--- src/hw/rtl/bsdf_pkg.sv ---
// ----------------------------------------------------------------------------
// bsdf_pkg
// Shared types and constants of the batch-SMTP data deframer.
// ----------------------------------------------------------------------------
`default_nettype none

package bsdf_pkg;

    localparam int unsigned LEN_W          = 24;
    localparam int unsigned COUNT_BITS_DEF = 24;
    localparam logic [LEN_W-1:0] MAX_LEN_RESET = 24'd256000;

    // Up to four results leave the block for one input byte.
    localparam int unsigned MAX_RES   = 4;
    localparam int unsigned RES_CNT_W = 3;
    localparam int unsigned RES_IDX_W = 2;

    localparam logic [7:0] CH_LF   = 8'h0A;
    localparam logic [7:0] CH_CR   = 8'h0D;
    localparam logic [7:0] CH_DOT  = 8'h2E;
    localparam logic [7:0] CH_CASE = 8'h20;
    localparam logic [7:0] CH_D_LC = 8'h64;
    localparam logic [7:0] CH_A_LC = 8'h61;
    localparam logic [7:0] CH_T_LC = 8'h74;

    localparam logic [1:0] PH_ENV   = 2'd0;
    localparam logic [1:0] PH_BODY  = 2'd1;
    localparam logic [1:0] PH_TRAIL = 2'd2;
    localparam logic [1:0] PH_OVER  = 2'd3;

    localparam logic [2:0] KP_NONE   = 3'd0;
    localparam logic [2:0] KP_LF     = 3'd1;
    localparam logic [2:0] KP_D      = 3'd2;
    localparam logic [2:0] KP_DA     = 3'd3;
    localparam logic [2:0] KP_DAT    = 3'd4;
    localparam logic [2:0] KP_DATA   = 3'd5;
    localparam logic [2:0] KP_DATACR = 3'd6;

    localparam logic [1:0] BS_START = 2'd0;
    localparam logic [1:0] BS_MID   = 2'd1;
    localparam logic [1:0] BS_DOT   = 2'd2;
    localparam logic [1:0] BS_DOTCR = 2'd3;

    localparam logic KIND_DATA   = 1'b0;
    localparam logic KIND_STATUS = 1'b1;

    localparam logic [1:0] ST_OK      = 2'd0;
    localparam logic [1:0] ST_NO_DATA = 2'd1;
    localparam logic [1:0] ST_TOO_BIG = 2'd2;

    typedef struct packed {
        logic       kind;
        logic [7:0] out_byte;
        logic [1:0] region;
        logic [1:0] status;
    } res_t;

    typedef struct packed {
        logic [RES_CNT_W-1:0] cnt;
        res_t [MAX_RES-1:0]   res;
    } grp_t;

endpackage

`default_nettype wire

--- src/hw/rtl/bsdf_if.sv ---
// ----------------------------------------------------------------------------
// bsdf_if
// Valid/ready channels of the deframer: byte input, results, configuration.
// ----------------------------------------------------------------------------
`default_nettype none

interface bsdf_in_if;
    logic       valid;
    logic       ready;
    logic [7:0] data_byte;
    logic       last_byte;

    modport source (output valid, output data_byte, output last_byte, input ready);
    modport sink (input valid, input data_byte, input last_byte, output ready);
endinterface

interface bsdf_out_if;
    logic       valid;
    logic       ready;
    logic       kind;
    logic [7:0] out_byte;
    logic [1:0] region;
    logic [1:0] status;
    logic       end_of_run;

    modport source (output valid, output kind, output out_byte, output region,
                    output status, output end_of_run, input ready);
    modport sink (input valid, input kind, input out_byte, input region,
                  input status, input end_of_run, output ready);
endinterface

interface bsdf_cfg_if;
    logic        valid;
    logic        ready;
    logic [23:0] max_length;

    modport source (output valid, output max_length, input ready);
    modport sink (input valid, input max_length, output ready);
endinterface

`default_nettype wire

--- src/hw/rtl/bsdf_core.sv ---
// ----------------------------------------------------------------------------
// bsdf_core
// Stream state machine: tags, unstuffs and counts one byte per accepted word
// and forms the group of results that byte causes.
// ----------------------------------------------------------------------------
`default_nettype none

module bsdf_core #(
    parameter int unsigned COUNT_BITS = bsdf_pkg::COUNT_BITS_DEF
) (
    input  logic                       clk,
    input  logic                       rst_n,
    input  logic [bsdf_pkg::LEN_W-1:0] max_length,
    input  logic                       step,
    input  logic [7:0]                 data_byte,
    input  logic                       last_byte,
    output bsdf_pkg::grp_t             grp
);
    import bsdf_pkg::*;

    localparam int unsigned CMP_W = (COUNT_BITS > LEN_W) ? COUNT_BITS : LEN_W;

    logic [1:0]            phase_reg, phase_next;
    logic [2:0]            kp_reg, kp_next;
    logic [1:0]            bs_reg, bs_next;
    logic [COUNT_BITS-1:0] count_reg, count_next;

    function automatic res_t mk(input logic k, input logic [7:0] b,
                                input logic [1:0] rg, input logic [1:0] st);
        res_t r;
        r.kind     = k;
        r.out_byte = b;
        r.region   = rg;
        r.status   = st;
        return r;
    endfunction

    always_comb
    begin
        logic [RES_CNT_W-1:0] n;
        res_t [MAX_RES-1:0]   res;
        logic [1:0]           ph;
        logic [2:0]           kp;
        logic [1:0]           bs;
        logic [1:0]           bs_eol;
        logic [1:0]           st;
        logic [7:0]           lc;

        ph     = phase_reg;
        kp     = kp_reg;
        bs     = bs_reg;
        n      = '0;
        res    = '0;
        st     = ST_OK;
        lc     = data_byte | CH_CASE;
        bs_eol = (data_byte == CH_LF) ? BS_START : BS_MID;
        count_next = count_reg;

        // Size check comes first; bytes held at a line start are let go as
        // oversize ahead of the byte that crosses the limit.
        if (ph != PH_OVER)
        begin
            if (CMP_W'(count_reg) >= CMP_W'(max_length))
            begin
                if (ph == PH_BODY)
                begin
                    if (bs == BS_DOT || bs == BS_DOTCR)
                    begin
                        res[n[RES_IDX_W-1:0]] = mk(KIND_DATA, CH_DOT, PH_OVER, ST_OK);
                        n = n + 3'd1;
                    end
                    if (bs == BS_DOTCR)
                    begin
                        res[n[RES_IDX_W-1:0]] = mk(KIND_DATA, CH_CR, PH_OVER, ST_OK);
                        n = n + 3'd1;
                    end
                    bs = BS_MID;
                end
                ph = PH_OVER;
            end
            else if (count_reg != '1)
            begin
                count_next = count_reg + 1'b1;
            end
        end

        unique case (ph)
            PH_ENV:
            begin
                res[n[RES_IDX_W-1:0]] = mk(KIND_DATA, data_byte, PH_ENV, ST_OK);
                n = n + 3'd1;
                if ((kp == KP_DATA || kp == KP_DATACR) && data_byte == CH_LF)
                begin
                    ph = PH_BODY;
                    bs = BS_START;
                    kp = KP_NONE;
                end
                else
                begin
                    priority if (kp == KP_DATA && data_byte == CH_CR)
                        kp = KP_DATACR;
                    else if (data_byte == CH_LF)
                        kp = KP_LF;
                    else if (kp == KP_LF && lc == CH_D_LC)
                        kp = KP_D;
                    else if (kp == KP_D && lc == CH_A_LC)
                        kp = KP_DA;
                    else if (kp == KP_DA && lc == CH_T_LC)
                        kp = KP_DAT;
                    else if (kp == KP_DAT && lc == CH_A_LC)
                        kp = KP_DATA;
                    else
                        kp = KP_NONE;
                end
            end
            PH_BODY:
            begin
                unique case (bs)
                    BS_START:
                    begin
                        if (data_byte == CH_DOT)
                        begin
                            bs = BS_DOT;
                        end
                        else
                        begin
                            res[n[RES_IDX_W-1:0]] = mk(KIND_DATA, data_byte, PH_BODY, ST_OK);
                            n  = n + 3'd1;
                            bs = bs_eol;
                        end
                    end
                    BS_DOT:
                    begin
                        priority if (data_byte == CH_LF)
                        begin
                            res[n[RES_IDX_W-1:0]] = mk(KIND_DATA, CH_DOT, PH_TRAIL, ST_OK);
                            n = n + 3'd1;
                            res[n[RES_IDX_W-1:0]] = mk(KIND_DATA, data_byte, PH_TRAIL, ST_OK);
                            n  = n + 3'd1;
                            ph = PH_TRAIL;
                            bs = BS_MID;
                        end
                        else if (data_byte == CH_CR)
                        begin
                            bs = BS_DOTCR;
                        end
                        else if (data_byte == CH_DOT)
                        begin
                            // Doubled dot: one of the two is dropped.
                            res[n[RES_IDX_W-1:0]] = mk(KIND_DATA, CH_DOT, PH_BODY, ST_OK);
                            n  = n + 3'd1;
                            bs = BS_MID;
                        end
                        else
                        begin
                            res[n[RES_IDX_W-1:0]] = mk(KIND_DATA, CH_DOT, PH_BODY, ST_OK);
                            n = n + 3'd1;
                            res[n[RES_IDX_W-1:0]] = mk(KIND_DATA, data_byte, PH_BODY, ST_OK);
                            n  = n + 3'd1;
                            bs = BS_MID;
                        end
                    end
                    BS_DOTCR:
                    begin
                        if (data_byte == CH_LF)
                        begin
                            res[n[RES_IDX_W-1:0]] = mk(KIND_DATA, CH_DOT, PH_TRAIL, ST_OK);
                            n = n + 3'd1;
                            res[n[RES_IDX_W-1:0]] = mk(KIND_DATA, CH_CR, PH_TRAIL, ST_OK);
                            n = n + 3'd1;
                            res[n[RES_IDX_W-1:0]] = mk(KIND_DATA, data_byte, PH_TRAIL, ST_OK);
                            n  = n + 3'd1;
                            ph = PH_TRAIL;
                            bs = BS_MID;
                        end
                        else
                        begin
                            res[n[RES_IDX_W-1:0]] = mk(KIND_DATA, CH_DOT, PH_BODY, ST_OK);
                            n = n + 3'd1;
                            res[n[RES_IDX_W-1:0]] = mk(KIND_DATA, CH_CR, PH_BODY, ST_OK);
                            n = n + 3'd1;
                            res[n[RES_IDX_W-1:0]] = mk(KIND_DATA, data_byte, PH_BODY, ST_OK);
                            n  = n + 3'd1;
                            bs = bs_eol;
                        end
                    end
                    BS_MID:
                    begin
                        res[n[RES_IDX_W-1:0]] = mk(KIND_DATA, data_byte, PH_BODY, ST_OK);
                        n  = n + 3'd1;
                        bs = bs_eol;
                    end
                endcase
            end
            PH_TRAIL:
            begin
                res[n[RES_IDX_W-1:0]] = mk(KIND_DATA, data_byte, PH_TRAIL, ST_OK);
                n = n + 3'd1;
            end
            PH_OVER:
            begin
                res[n[RES_IDX_W-1:0]] = mk(KIND_DATA, data_byte, PH_OVER, ST_OK);
                n = n + 3'd1;
            end
        endcase

        if (last_byte)
        begin
            // A dot still held at end of stream was never part of a full
            // terminator line, so it goes out as body.
            if (ph == PH_BODY)
            begin
                if (bs == BS_DOT || bs == BS_DOTCR)
                begin
                    res[n[RES_IDX_W-1:0]] = mk(KIND_DATA, CH_DOT, PH_BODY, ST_OK);
                    n = n + 3'd1;
                end
                if (bs == BS_DOTCR)
                begin
                    res[n[RES_IDX_W-1:0]] = mk(KIND_DATA, CH_CR, PH_BODY, ST_OK);
                    n = n + 3'd1;
                end
            end
            priority if (ph == PH_OVER)
                st = ST_TOO_BIG;
            else if (ph == PH_ENV)
                st = ST_NO_DATA;
            else
                st = ST_OK;
            res[n[RES_IDX_W-1:0]] = mk(KIND_STATUS, 8'h00, ph, st);
            n = n + 3'd1;
            ph         = PH_ENV;
            kp         = KP_NONE;
            bs         = BS_START;
            count_next = '0;
        end

        phase_next = ph;
        kp_next    = kp;
        bs_next    = bs;
        grp.cnt    = n;
        grp.res    = res;
    end

    always_ff @(posedge clk or negedge rst_n)
    begin
        if (!rst_n)
        begin
            phase_reg <= PH_ENV;
            kp_reg    <= KP_NONE;
            bs_reg    <= BS_START;
            count_reg <= '0;
        end
        else if (step)
        begin
            phase_reg <= phase_next;
            kp_reg    <= kp_next;
            bs_reg    <= bs_next;
            count_reg <= count_next;
        end
    end

endmodule

`default_nettype wire

--- src/hw/rtl/bsdf_outq.sv ---
// ----------------------------------------------------------------------------
// bsdf_outq
// Result register: holds the group of one byte and hands it out one word
// per cycle while head_ready is high.
// ----------------------------------------------------------------------------
`default_nettype none

module bsdf_outq (
    input  logic           clk,
    input  logic           rst_n,
    input  logic           load,
    input  bsdf_pkg::grp_t grp_in,
    output logic           can_load,
    output logic           head_valid,
    input  logic           head_ready,
    output bsdf_pkg::res_t head,
    output logic           head_last
);
    import bsdf_pkg::*;

    grp_t                 grp_reg;
    logic [RES_CNT_W-1:0] left_reg;
    logic [RES_IDX_W-1:0] idx_reg;

    assign head_valid = (left_reg != '0);
    assign head_last  = (left_reg == RES_CNT_W'(1));
    assign head       = grp_reg.res[idx_reg];
    // A new group may land as the final word of the current one leaves.
    assign can_load   = (left_reg == '0) || (head_last && head_ready);

    always_ff @(posedge clk)
    begin
        if (load)
        begin
            grp_reg <= grp_in;
        end
    end

    always_ff @(posedge clk or negedge rst_n)
    begin
        if (!rst_n)
        begin
            left_reg <= '0;
            idx_reg  <= '0;
        end
        else if (load)
        begin
            left_reg <= grp_in.cnt;
            idx_reg  <= '0;
        end
        else if (head_valid && head_ready)
        begin
            left_reg <= left_reg - RES_CNT_W'(1);
            idx_reg  <= idx_reg + RES_IDX_W'(1);
        end
    end

endmodule

`default_nettype wire

--- src/hw/rtl/bsmtp_data_deframer_top.sv ---
// ----------------------------------------------------------------------------
// bsmtp_data_deframer_top
// Batch-SMTP deframer: tags envelope, body and trailer bytes and removes the
// stuffed dot at body line starts.
// ----------------------------------------------------------------------------
//  Channel  Dir  Word contents
//  stream   in   data_byte, last_byte
//  result   out  kind, out_byte, region, status, end_of_run
//  cfg      in   max_length (always ready)
//
//  Each accepted byte's zero to four results are registered and leave one per
//  cycle while result is ready, so the rate is one byte per cycle while each
//  byte gives at most one result, else one byte per result word.
//  The result register is the only limit: a new byte is taken while the last
//  word of the previous group is being taken. Reset clears the stream state
//  and sets max_length to 256000; no clearing pass is needed.
// ----------------------------------------------------------------------------
`default_nettype none

module bsmtp_data_deframer_top #(
    parameter int unsigned COUNT_BITS = bsdf_pkg::COUNT_BITS_DEF
) (
    input  logic       clk,
    input  logic       rst_n,
    bsdf_in_if.sink    stream,
    bsdf_out_if.source result,
    bsdf_cfg_if.sink   cfg
);
    import bsdf_pkg::*;

    logic [LEN_W-1:0] max_length_reg;
    logic             step;
    logic             can_load;
    grp_t             grp;
    res_t             head;
    logic             head_last;

    assign cfg.ready    = 1'b1;
    assign stream.ready = can_load;
    assign step         = stream.valid && can_load;

    always_ff @(posedge clk or negedge rst_n)
    begin
        if (!rst_n)
        begin
            max_length_reg <= MAX_LEN_RESET;
        end
        else if (cfg.valid)
        begin
            max_length_reg <= cfg.max_length;
        end
    end

    bsdf_core #(
        .COUNT_BITS (COUNT_BITS)
    ) u_core (
        .clk        (clk),
        .rst_n      (rst_n),
        .max_length (max_length_reg),
        .step       (step),
        .data_byte  (stream.data_byte),
        .last_byte  (stream.last_byte),
        .grp        (grp)
    );

    bsdf_outq u_outq (
        .clk        (clk),
        .rst_n      (rst_n),
        .load       (step),
        .grp_in     (grp),
        .can_load   (can_load),
        .head_valid (result.valid),
        .head_ready (result.ready),
        .head       (head),
        .head_last  (head_last)
    );

    assign result.kind       = head.kind;
    assign result.out_byte   = head.out_byte;
    assign result.region     = head.region;
    assign result.status     = head.status;
    assign result.end_of_run = head_last;

endmodule

`default_nettype wire

--- src/flat_wrapper.sv ---
// flat-port wrapper written by rule: the top's interface ports become plain ports
module bsmtp_data_deframer_top_flat import bsdf_pkg::*;
#(
    parameter int unsigned COUNT_BITS = bsdf_pkg::COUNT_BITS_DEF
)
  (clk, rst_n, stream_valid, stream_data_byte, stream_last_byte, stream_ready, result_valid, result_kind, result_out_byte, result_region, result_status, result_end_of_run, result_ready, cfg_valid, cfg_max_length, cfg_ready);
  bsdf_in_if stream_i ();
  bsdf_out_if result_i ();
  bsdf_cfg_if cfg_i ();
  input  logic clk;
  input  logic rst_n;
  input wire logic [$bits(stream_i.valid)-1:0] stream_valid;
  input wire logic [$bits(stream_i.data_byte)-1:0] stream_data_byte;
  input wire logic [$bits(stream_i.last_byte)-1:0] stream_last_byte;
  output wire logic [$bits(stream_i.ready)-1:0] stream_ready;
  output wire logic [$bits(result_i.valid)-1:0] result_valid;
  output wire logic [$bits(result_i.kind)-1:0] result_kind;
  output wire logic [$bits(result_i.out_byte)-1:0] result_out_byte;
  output wire logic [$bits(result_i.region)-1:0] result_region;
  output wire logic [$bits(result_i.status)-1:0] result_status;
  output wire logic [$bits(result_i.end_of_run)-1:0] result_end_of_run;
  input wire logic [$bits(result_i.ready)-1:0] result_ready;
  input wire logic [$bits(cfg_i.valid)-1:0] cfg_valid;
  input wire logic [$bits(cfg_i.max_length)-1:0] cfg_max_length;
  output wire logic [$bits(cfg_i.ready)-1:0] cfg_ready;
  assign stream_i.valid = stream_valid;
  assign stream_i.data_byte = stream_data_byte;
  assign stream_i.last_byte = stream_last_byte;
  assign stream_ready = stream_i.ready;
  assign result_valid = result_i.valid;
  assign result_kind = result_i.kind;
  assign result_out_byte = result_i.out_byte;
  assign result_region = result_i.region;
  assign result_status = result_i.status;
  assign result_end_of_run = result_i.end_of_run;
  assign result_i.ready = result_ready;
  assign cfg_i.valid = cfg_valid;
  assign cfg_i.max_length = cfg_max_length;
  assign cfg_ready = cfg_i.ready;
  bsmtp_data_deframer_top #(.COUNT_BITS(COUNT_BITS)) u_core (.clk(clk), .rst_n(rst_n), .stream(stream_i), .result(result_i), .cfg(cfg_i));
endmodule
--- config.mk ---
export PLATFORM = sky130hd
export DESIGN_NAME = bsmtp_data_deframer_top_flat
export DESIGN_NICKNAME = d
export VERILOG_FILES = /design/src/hw/rtl/bsdf_pkg.sv /design/src/hw/rtl/bsdf_if.sv /design/src/hw/rtl/bsdf_core.sv /design/src/hw/rtl/bsdf_outq.sv /design/src/hw/rtl/bsmtp_data_deframer_top.sv /design/src/flat_wrapper.sv
export SDC_FILE = /design/constraint.sdc
export NUM_CORES = 1
export LEC_CHECK = 0
export BUFFER_PORTS_ARGS = -buffer_cell sky130_fd_sc_hd__buf_2
export CAP_MARGIN = 20
export CORE_ASPECT_RATIO = 1.1
export CORE_MARGIN = 2
export CORE_UTILIZATION = 55
export CTS_CLUSTER_SIZE = 14
export DETAILED_ROUTE_END_ITERATION = 7
export HOLD_SLACK_MARGIN = 0.03
export PLACE_DENSITY = 0.84
export SLEW_MARGIN = 10
export SYNTH_ARGS = -nofsm -noshare
export SYNTH_HDL_FRONTEND = slang
export SYNTH_SLANG_ARGS = --single-unit
--- constraint.sdc ---
create_clock -name clk -period 6 [get_ports clk]
set_input_delay 0.6 -clock clk [delete_from_list [all_inputs] [get_ports clk]]
set_output_delay 0.6 -clock clk [all_outputs]
set_load 0.1 [all_outputs]
# Word level (Yosys, flattened, before mapping)
# Index checks and enable logic that the tools add are counted.
# totals
register_bits	112
in_bits	38
out_inout_bits	17
word_cells	239
# op_classes
addsub	10
order_cmp	16
n_eq_ne	29
mux	107
bitwise	21
n_reduce_logical	33
# ops
operator	n
2-to-1 mux 52 bit	16
bitwise mux 52 bit	9
one-hot mux 52 bit (4 select lines)	2
demux 13 bit (select 2 bit)	7
2-to-1 mux 13 bit	11
inverter 32 bit	4
AND 36 bit	3
inverter 36 bit	3
AND 32 bit	3
2-to-1 mux 24 bit	4
2-to-1 mux 3 bit	29
bitwise OR 20 bit	3
bitwise OR 16 bit	3
2-to-1 mux 2 bit	18
AND 8 x 32 -> 32 bit	1
binary-select mux 13 bit (select 2 bit)	1
adder 24 x 1 -> 24 bit, second input constant	1
>= comparator 24 bit	1
less-than comparator 2 x 3 -> 1 bit, second input constant	8
!= test 24 bit, second input constant	1
adder 3 x 1 -> 3 bit, second input constant	7
== test 7 x 6 -> 1 bit, second input constant	3
bitwise OR 5 x 20 -> 20 bit	1
== test 2 bit, second input constant	9
other kinds (26)	68

# Longest topological paths before layout
# Gate-level depths: netlist of the first run.
# logic_depth
ltp_word	33
ltp_mapped	29
ltp_nobuf	26

# Cells and area by module
# A second synthesis of the first run with hierarchy kept.
# unflattened
hier_cells	916
area_unflattened_um2	8400.6
# by_module_without_submodules
module	instances	cells_each	area_per_inst_um2	seq_area_each_um2
bsdf_core	1	756	5141.2	775.7
bsdf_outq	1	106	2237.1	1686.6
bsmtp_data_deframer_top	1	54	1022.2	608.1

# Worst setup path after synthesis of the first run
# No wires, ideal clock.
# synth_path
path_type	register -> register
from	register u_core.max_length_reg[17]
to	register u_core.u_outq.grp_reg[31] (netlist name) (data pin)
setup_time_ps	255
arrival_time_ps	5713
required_ps	5745
path_slack_ps	32
path_stages_with_launch	29
path_buffers	3
synth_period_minus_slack_ps	5968
cell_sequence	dfstp_2 -> inv_1 -> ha_1 -> nand4_1 -> or4_4 -> o41ai_4 -> buf_6 -> o21ai_1 -> clkbuf_1 -> nor2_1 -> inv_1 -> ha_1 -> clkbuf_1 -> o21ai_0 -> o211ai_1 -> o21ai_0 -> nand3_1 -> o21ai_1 -> inv_1 -> ha_1 -> mux2i_1 -> ha_1 -> a21oi_1 -> o21ai_0 -> ha_1 -> and2_1 -> a31oi_2 -> a21boi_1 -> a31o_1
# synth_lines
item	line_no	rtl
from (decl)	bsmtp_data_deframer_top.sv:31	logic [LEN_W-1:0] max_length_reg;
from (signal assigned)	bsmtp_data_deframer_top.sv:50	max_length_reg <= cfg.max_length;
to (signal assigned)	bsdf_outq.sv:35	grp_reg <= grp_in;
to (decl)	bsdf_outq.sv:21	grp_t grp_reg;

==> qor.txt, run 1 <==
status: finished, final reports clean
hold slack final: 0.394 ns
most frequent cell on the critical path: ha_1
count of input and output buffers: 53
data required time at the worst endpoint: 6.10 ns
slowest cell on the critical path: or4_4
first-pass GRT wire length: 39500 µm
placed wire-length estimate: 17800 µm
number of DRC markers in iteration 0: 1089
Critical Path Fanout Max: 6
Post-CTS Setup Bufs: 0
Switching Fraction: 47.7%
Pins Over Slew Limit: 0
reg2reg setup slack: 0.36 ns
Post-Place Worst Slack: 0.385 ns
Clock Latency Late Sink: 0.36 ns
Layout Utilization: 61.0%
WP buf/inv: 2
TritonRoute pass-1 iters: 7
Synth async-reset ratio: 53.6%
via count: 7638
Max VDD drop: 0.000187 V
Tot Pwr: 3.44 mW
share of cells above drive strength 1: 14.9%
final instance area: 0.00907 mm²
die width: 121 µm
Final #Nets: 1057
CP endpoint kind: register
post-layout min period: 5.64 ns
Tightest Hold Check Type: in2async
synth unique cells: 84
syn avg cell area: 8.81 µm²
clk sinks: 112
antenna viol nets, final: 0
Max-Cap Viols: 0
die area: 0.0160 mm²
Pint: 1.80 mW
GPL Wtd Cong: 1.03
R2R Path End: u_core.u_outq.grp_reg[35]$_DFFE_PP_
CTS Buf Count: 9
Worst Tran Pin Value: 0.889 ns
Worst setup SP type: register
post-DR vias/cell: 6.53
initial core utilization: 55.6%
antenna violations before repair: 0
period utilisation layout: 93.9%
synthesized area: 0.00827 mm²
Critical Path Max Stage Delay: 0.58 ns
Syn Nets: 1027
WL final: 24800 µm
Yosys warnings: 0
DRC viols: 0
top_reg_cell synth: dfrtp_1
Setup WS post-layout: 0.364 ns
Remaining Overflow, GRT: 0
Layout area overhead: 9.68%
FILL cells: 1273
core area: 0.0149 mm²
Logic pwr share: 47.2%
final hold viol count: 0
commonest non-fill, non-tap cell in the layout: nand2_1
CP Cell Sequence: inv_1 > ha_1 > nand4_1 > or4_4 > o21bai_2 > o41a_1 > a21oi_2 > nand2_1 > ha_2 > nand2_1 > o21ai_0 > nand3_1 > o21ai_1 > inv_1 > ha_1 > mux2i_1 > ha_1 > a21oi_1 > o21ai_1 > ha_1 > and2_1 > a31oi_2 > a21boi_2 > a31o_1
setup TNS: 0 ns
most frequent cells in the layout: nand2_1, o21ai_0, a21oi_1, nor2_1, dfrtp_1
Max Fclk: 177 MHz
global-route usage over all layers: 31.4%
synthesized instance count: 939
crit-path leading delay family: compound AO/OA/AOI/OAI gates
Flop pwr share: 33.6%
H-tree Lvls: 3
largest net degree at the start of global routing: 61
vias in the first global route: 7226
sequential-to-total area share from yosys stat: 37.1%
max reg flops: 52
Root Driver: clkbuf_16
Post-Layout Cell Count: 1170
CTS tree: built
critical path class: reg2reg
IO Count: 55
r2r worst-path depth: 24
leakage: 3.73 nW
dpl cell area: 0.00873 mm²
ANT cells: 0
Bufs on Longest Clock Path: 2
Final Skew: 0.0117 ns
Die Height: 133 µm
NetSw: 1.64 mW
critical path data arrival time: 5.74 ns
row count: 47
drt wl/cell: 21.2 µm
EDFF count, synth: 52
Clock power frac: 19.3%
dpl cells: 1154
#FFs+latches synth: 112
r2r startpoint: u_core.max_length_reg[17]$_DFFE_PN1P_
Pwr Density: 379 mW/mm²
Max transition margin: 40.8%
# setup viols final: 0
Worst-path clk slew: 0.08 ns
[cells in the mapped netlist, types with 16 or more instances]
library cell  number  area, µm²
inv_1             52        195
dfrtp_1           54       1350
ha_1              50        626
xnor2_1           16        140
clkbuf_1          51        191
a21oi_1           74        370
o21ai_0           83        415
nor2_1            66        248
nand2_1          110        413
nand3_1           30        150
nor3_1            23        115
edfxtp_1          52       1560
[logic make-up after synthesis]
logic type / share of synthesized area [%]
compound gates: 23.0
buf+inv: 5.40
other cells: 0.0453
xor+xnor: 2.12
mux: 4.79
flops: 37.1
simple gates: 19.9
fa+ha+maj: 7.56
[how the worst max path moves through the flow]
stage / from / end / cells past startpoint / slack [ns]
2_1_floorplan: u_core.max_length_reg[17]$_DFFE_PN1P_ / u_core.u_outq.grp_reg[31]$_DFFE_PP_ / 28 / 0.03
3_3_place_gp: u_core.max_length_reg[17]$_DFFE_PN1P_ / u_core.u_outq.grp_reg[31]$_DFFE_PP_ / 25 / 0.59
3_5_place_dp: u_core.max_length_reg[17]$_DFFE_PN1P_ / u_core.u_outq.grp_reg[35]$_DFFE_PP_ / 25 / 0.38
4_1_cts: u_core.max_length_reg[17]$_DFFE_PN1P_ / u_core.u_outq.grp_reg[35]$_DFFE_PP_ / 25 / 0.33
5_1_grt: u_core.max_length_reg[17]$_DFFE_PN1P_ / u_core.u_outq.grp_reg[21]$_DFFE_PP_ / 24 / -0.006
6_report: u_core.max_length_reg[17]$_DFFE_PN1P_ / u_core.u_outq.grp_reg[35]$_DFFE_PP_ / 24 / 0.36
[what timing repair did]
| item | CTS | global route |
|---|---|---|
| endpoints found under the setup margin | 0 | 7 |
| resized for setup | 0 | 6 |
| hold buffers | 0 | 0 |
[area by class of cell]
cell class | instances | area (µm²) | share of cell area, %
multi-input combinational | 714 | 4770 | 52.6
clock buffer | 9 | 225 | 2.48
timing repair buffer | 79 | 460 | 5.07
clock inverter | 7 | 103 | 1.13
inverter | 53 | 199 | 2.19
tap | 196 | 245 | 2.70
sequential | 112 | 3070 | 33.8
[layer usage]
layer	vias up	global-route usage [%]	part of all wire [%]
met5	-	0	0
met4	0	11.2	3.6
met3	81	5.82	10
met2	473	46.7	44
met1	3571	45.7	42
li1	3513	-	-
[power by group through the flow]
| stage | sequential [mW] | combinational (mW) | clock (mW) |
|---|---|---|---|
| final | 1.15 | 1.62 | 0.662 |
| after global routing | 1.18 | 1.72 | 0.690 |
| after CTS | 1.15 | 1.60 | 0.670 |
| after global placement | 1.16 | 1.57 | 0 |
| after floorplan | 1.09 | 1.31 | 0 |
| after detailed placement | 1.17 | 1.59 | 0 |
Power figures use the tool's default switching activity.
==> run 2, diff against run 1 <==
--- a/config.mk
+++ b/config.mk
@@ -9,12 +9,12 @@
 export CAP_MARGIN = 20
 export CORE_ASPECT_RATIO = 1.1
 export CORE_MARGIN = 2
-export CORE_UTILIZATION = 55
+export CORE_UTILIZATION = 56
 export CTS_CLUSTER_SIZE = 14
 export DETAILED_ROUTE_END_ITERATION = 7
 export HOLD_SLACK_MARGIN = 0.03
-export PLACE_DENSITY = 0.84
-export SLEW_MARGIN = 10
+export PLACE_DENSITY = 0.86
+export SLEW_MARGIN = 20
 export SYNTH_ARGS = -nofsm -noshare
 export SYNTH_HDL_FRONTEND = slang
 export SYNTH_SLANG_ARGS = --single-unit
==> run 2 against run 1 <==
  * Combinational power hardly changed
  * Hold slack better by 0.0029 ns
  * Sequential power hardly changed
  * Sequential share of layout area hardly changed
  * Via count is 2.0% higher
  * Non-clock buffer count is 1 higher
  * Cell count is 0.17% lower
  * Global-route usage is 0.21 points higher
  * Critical path depth is 2 higher
  * Clock skew is 0.0020 ns higher
  * Critical path type unchanged
==> qor.txt, run 2 (same netlist as run 1, synthesis figures left out) <==
status: finished, final reports clean
Logic pwr share: 47.4%
post-layout min period: 5.71 ns
commonest non-fill, non-tap cell in the layout: nand2_1
row count: 46
dpl cell area: 0.00871 mm²
drt wl/cell: 20.9 µm
Max VDD drop: 0.000203 V
core area: 0.0144 mm²
Clock Latency Late Sink: 0.35 ns
GPL Wtd Cong: 1.04
R2R Path End: u_core.u_outq.grp_reg[35]$_DFFE_PP_
CTS tree: built
NetSw: 1.62 mW
critical path class: reg2reg
clk sinks: 112
Worst-path clk slew: 0.08 ns
H-tree Lvls: 3
Final #Nets: 1058
initial core utilization: 57.3%
Multi-input gate area: 0.00478 mm²
Bufs on Longest Clock Path: 2
global-route usage over all layers: 31.6%
antenna violations before repair: 2
dpl cells: 1148
post-DR vias/cell: 6.67
die width: 120 µm
leakage: 3.75 nW
period utilisation layout: 95.2%
r2r startpoint: u_core.max_length_reg[17]$_DFFE_PN1P_
largest net degree at the start of global routing: 61
count of input and output buffers: 53
TritonRoute pass-1 iters: 6
share of cells above drive strength 1: 15.2%
Final Skew: 0.0137 ns
vias in the first global route: 7371
Critical Path Fanout Max: 5
Die Height: 131 µm
Clock power frac: 18.8%
FILL cells: 1159
Layout area overhead: 9.71%
Tightest Hold Check Type: in2async
hold slack final: 0.397 ns
Pint: 1.80 mW
max reg flops: 52
Worst Tran Pin Value: 0.885 ns
final instance area: 0.00908 mm²
Post-Layout Cell Count: 1168
via count: 7793
die area: 0.0158 mm²
Flop pwr share: 33.8%
Root Driver: clkbuf_16
critical path data arrival time: 5.81 ns
CTS Buf Count: 9
number of DRC markers in iteration 0: 1168
DRC viols: 0
IO Count: 55
Max Fclk: 175 MHz
Max transition margin: 41.0%
data required time at the worst endpoint: 6.10 ns
setup TNS: 0 ns
Reg area: 0.00307 mm²
r2r worst-path depth: 26
Switching Fraction: 47.4%
Worst setup SP type: register
first-pass GRT wire length: 39500 µm
Remaining Overflow, GRT: 0
final hold viol count: 0
Max-Cap Viols: 0
# setup viols final: 0
reg2reg setup slack: 0.29 ns
Pins Over Slew Limit: 0
WL final: 24500 µm
placed wire-length estimate: 17600 µm
most frequent cells in the layout: nand2_1, o21ai_0, a21oi_1, nor2_1, dfrtp_1
antenna viol nets, final: 0
Pwr Density: 377 mW/mm²
CP endpoint kind: register
run 2: power by group through the flow:
stage / combinational [mW] / clock [mW] / sequential [mW]
3_3_place_gp: 1.56 / 0 / 1.16
2_1_floorplan: 1.31 / 0 / 1.09
6_report: 1.62 / 0.645 / 1.16
3_5_place_dp: 1.59 / 0 / 1.17
5_1_grt: 1.73 / 0.674 / 1.18
4_1_cts: 1.59 / 0.649 / 1.16
run 2: worst max-delay path, cell delays in order (launching register included):
cell and delay [ns]:
dfstp_2 0.52, inv_1 0.05, ha_1 0.28, nand4_1 0.14, or4_4 0.58, o21bai_1 0.23
o41ai_4 0.08, o21ai_1 0.14, nor2_2 0.21, inv_1 0.13, ha_1 0.22, o21ai_0 0.20
o21ai_0 0.16, nand3_1 0.12, nand3_1 0.09, o21ai_1 0.15, inv_1 0.10, ha_1 0.34
mux2i_2 0.10, ha_1 0.30, a21oi_2 0.06, o21ai_0 0.25, ha_1 0.30, and2_2 0.25
a31oi_2 0.07, a21boi_2 0.21, a31o_1 0.19
run 2: layout make-up:
type                    count  area share [%]
diodes                      1          0.0276
clock buffers              10            2.52
clock inverters             6           0.979
inverters                  53            2.19
multi-input cells         714            52.6
flip-flops and latches    112            33.8
well taps                 192            2.65
repair buffers             80            5.16
run 2: worst max path at each step:
| stage | end | startpoint | slack, ns |
|---|---|---|---|
| after floorplan | u_core.u_outq.grp_reg[31]$_DFFE_PP_ | u_core.max_length_reg[17]$_DFFE_PN1P_ | 0.03 |
| after detailed placement | u_core.u_outq.grp_reg[31]$_DFFE_PP_ | u_core.max_length_reg[17]$_DFFE_PN1P_ | 0.28 |
| after CTS | u_core.u_outq.grp_reg[35]$_DFFE_PP_ | u_core.max_length_reg[17]$_DFFE_PN1P_ | 0.25 |
| after global routing | u_core.u_outq.grp_reg[16]$_DFFE_PP_ | u_core.max_length_reg[17]$_DFFE_PN1P_ | -0.13 |
| final | u_core.u_outq.grp_reg[35]$_DFFE_PP_ | u_core.max_length_reg[17]$_DFFE_PN1P_ | 0.29 |
| after global placement | u_core.u_outq.grp_reg[31]$_DFFE_PP_ | u_core.max_length_reg[17]$_DFFE_PN1P_ | 0.51 |
run 2: repair_timing:
item                                    4_1_cts  5_1_grt
hold buffers                                  0        0
endpoints found under the setup margin        0       24
gates resized for setup                       0        8
buffers inserted                              0        3
run 2: metal layers:
layer | global-route usage, % | share of wire (%) | vias to the layer above
met5 | 0 | 0.053 | -
met4 | 10.1 | 2.9 | 2
met3 | 5.95 | 11 | 61
met2 | 48.4 | 46 | 547
met1 | 45.2 | 40 | 3662
li1 | - | - | 3521
run 2: per-stage QoR:
step	worst slack [ns]	util, %	total power, mW
finish	0.286	62.8	3.42
CTS	0.247	62.5	3.40
detailed placement	0.280	60.3	2.76
floorplan	0.0319	-	2.40
global placement	0.513	60.3	2.71
global route	-0.134	62.8	3.58
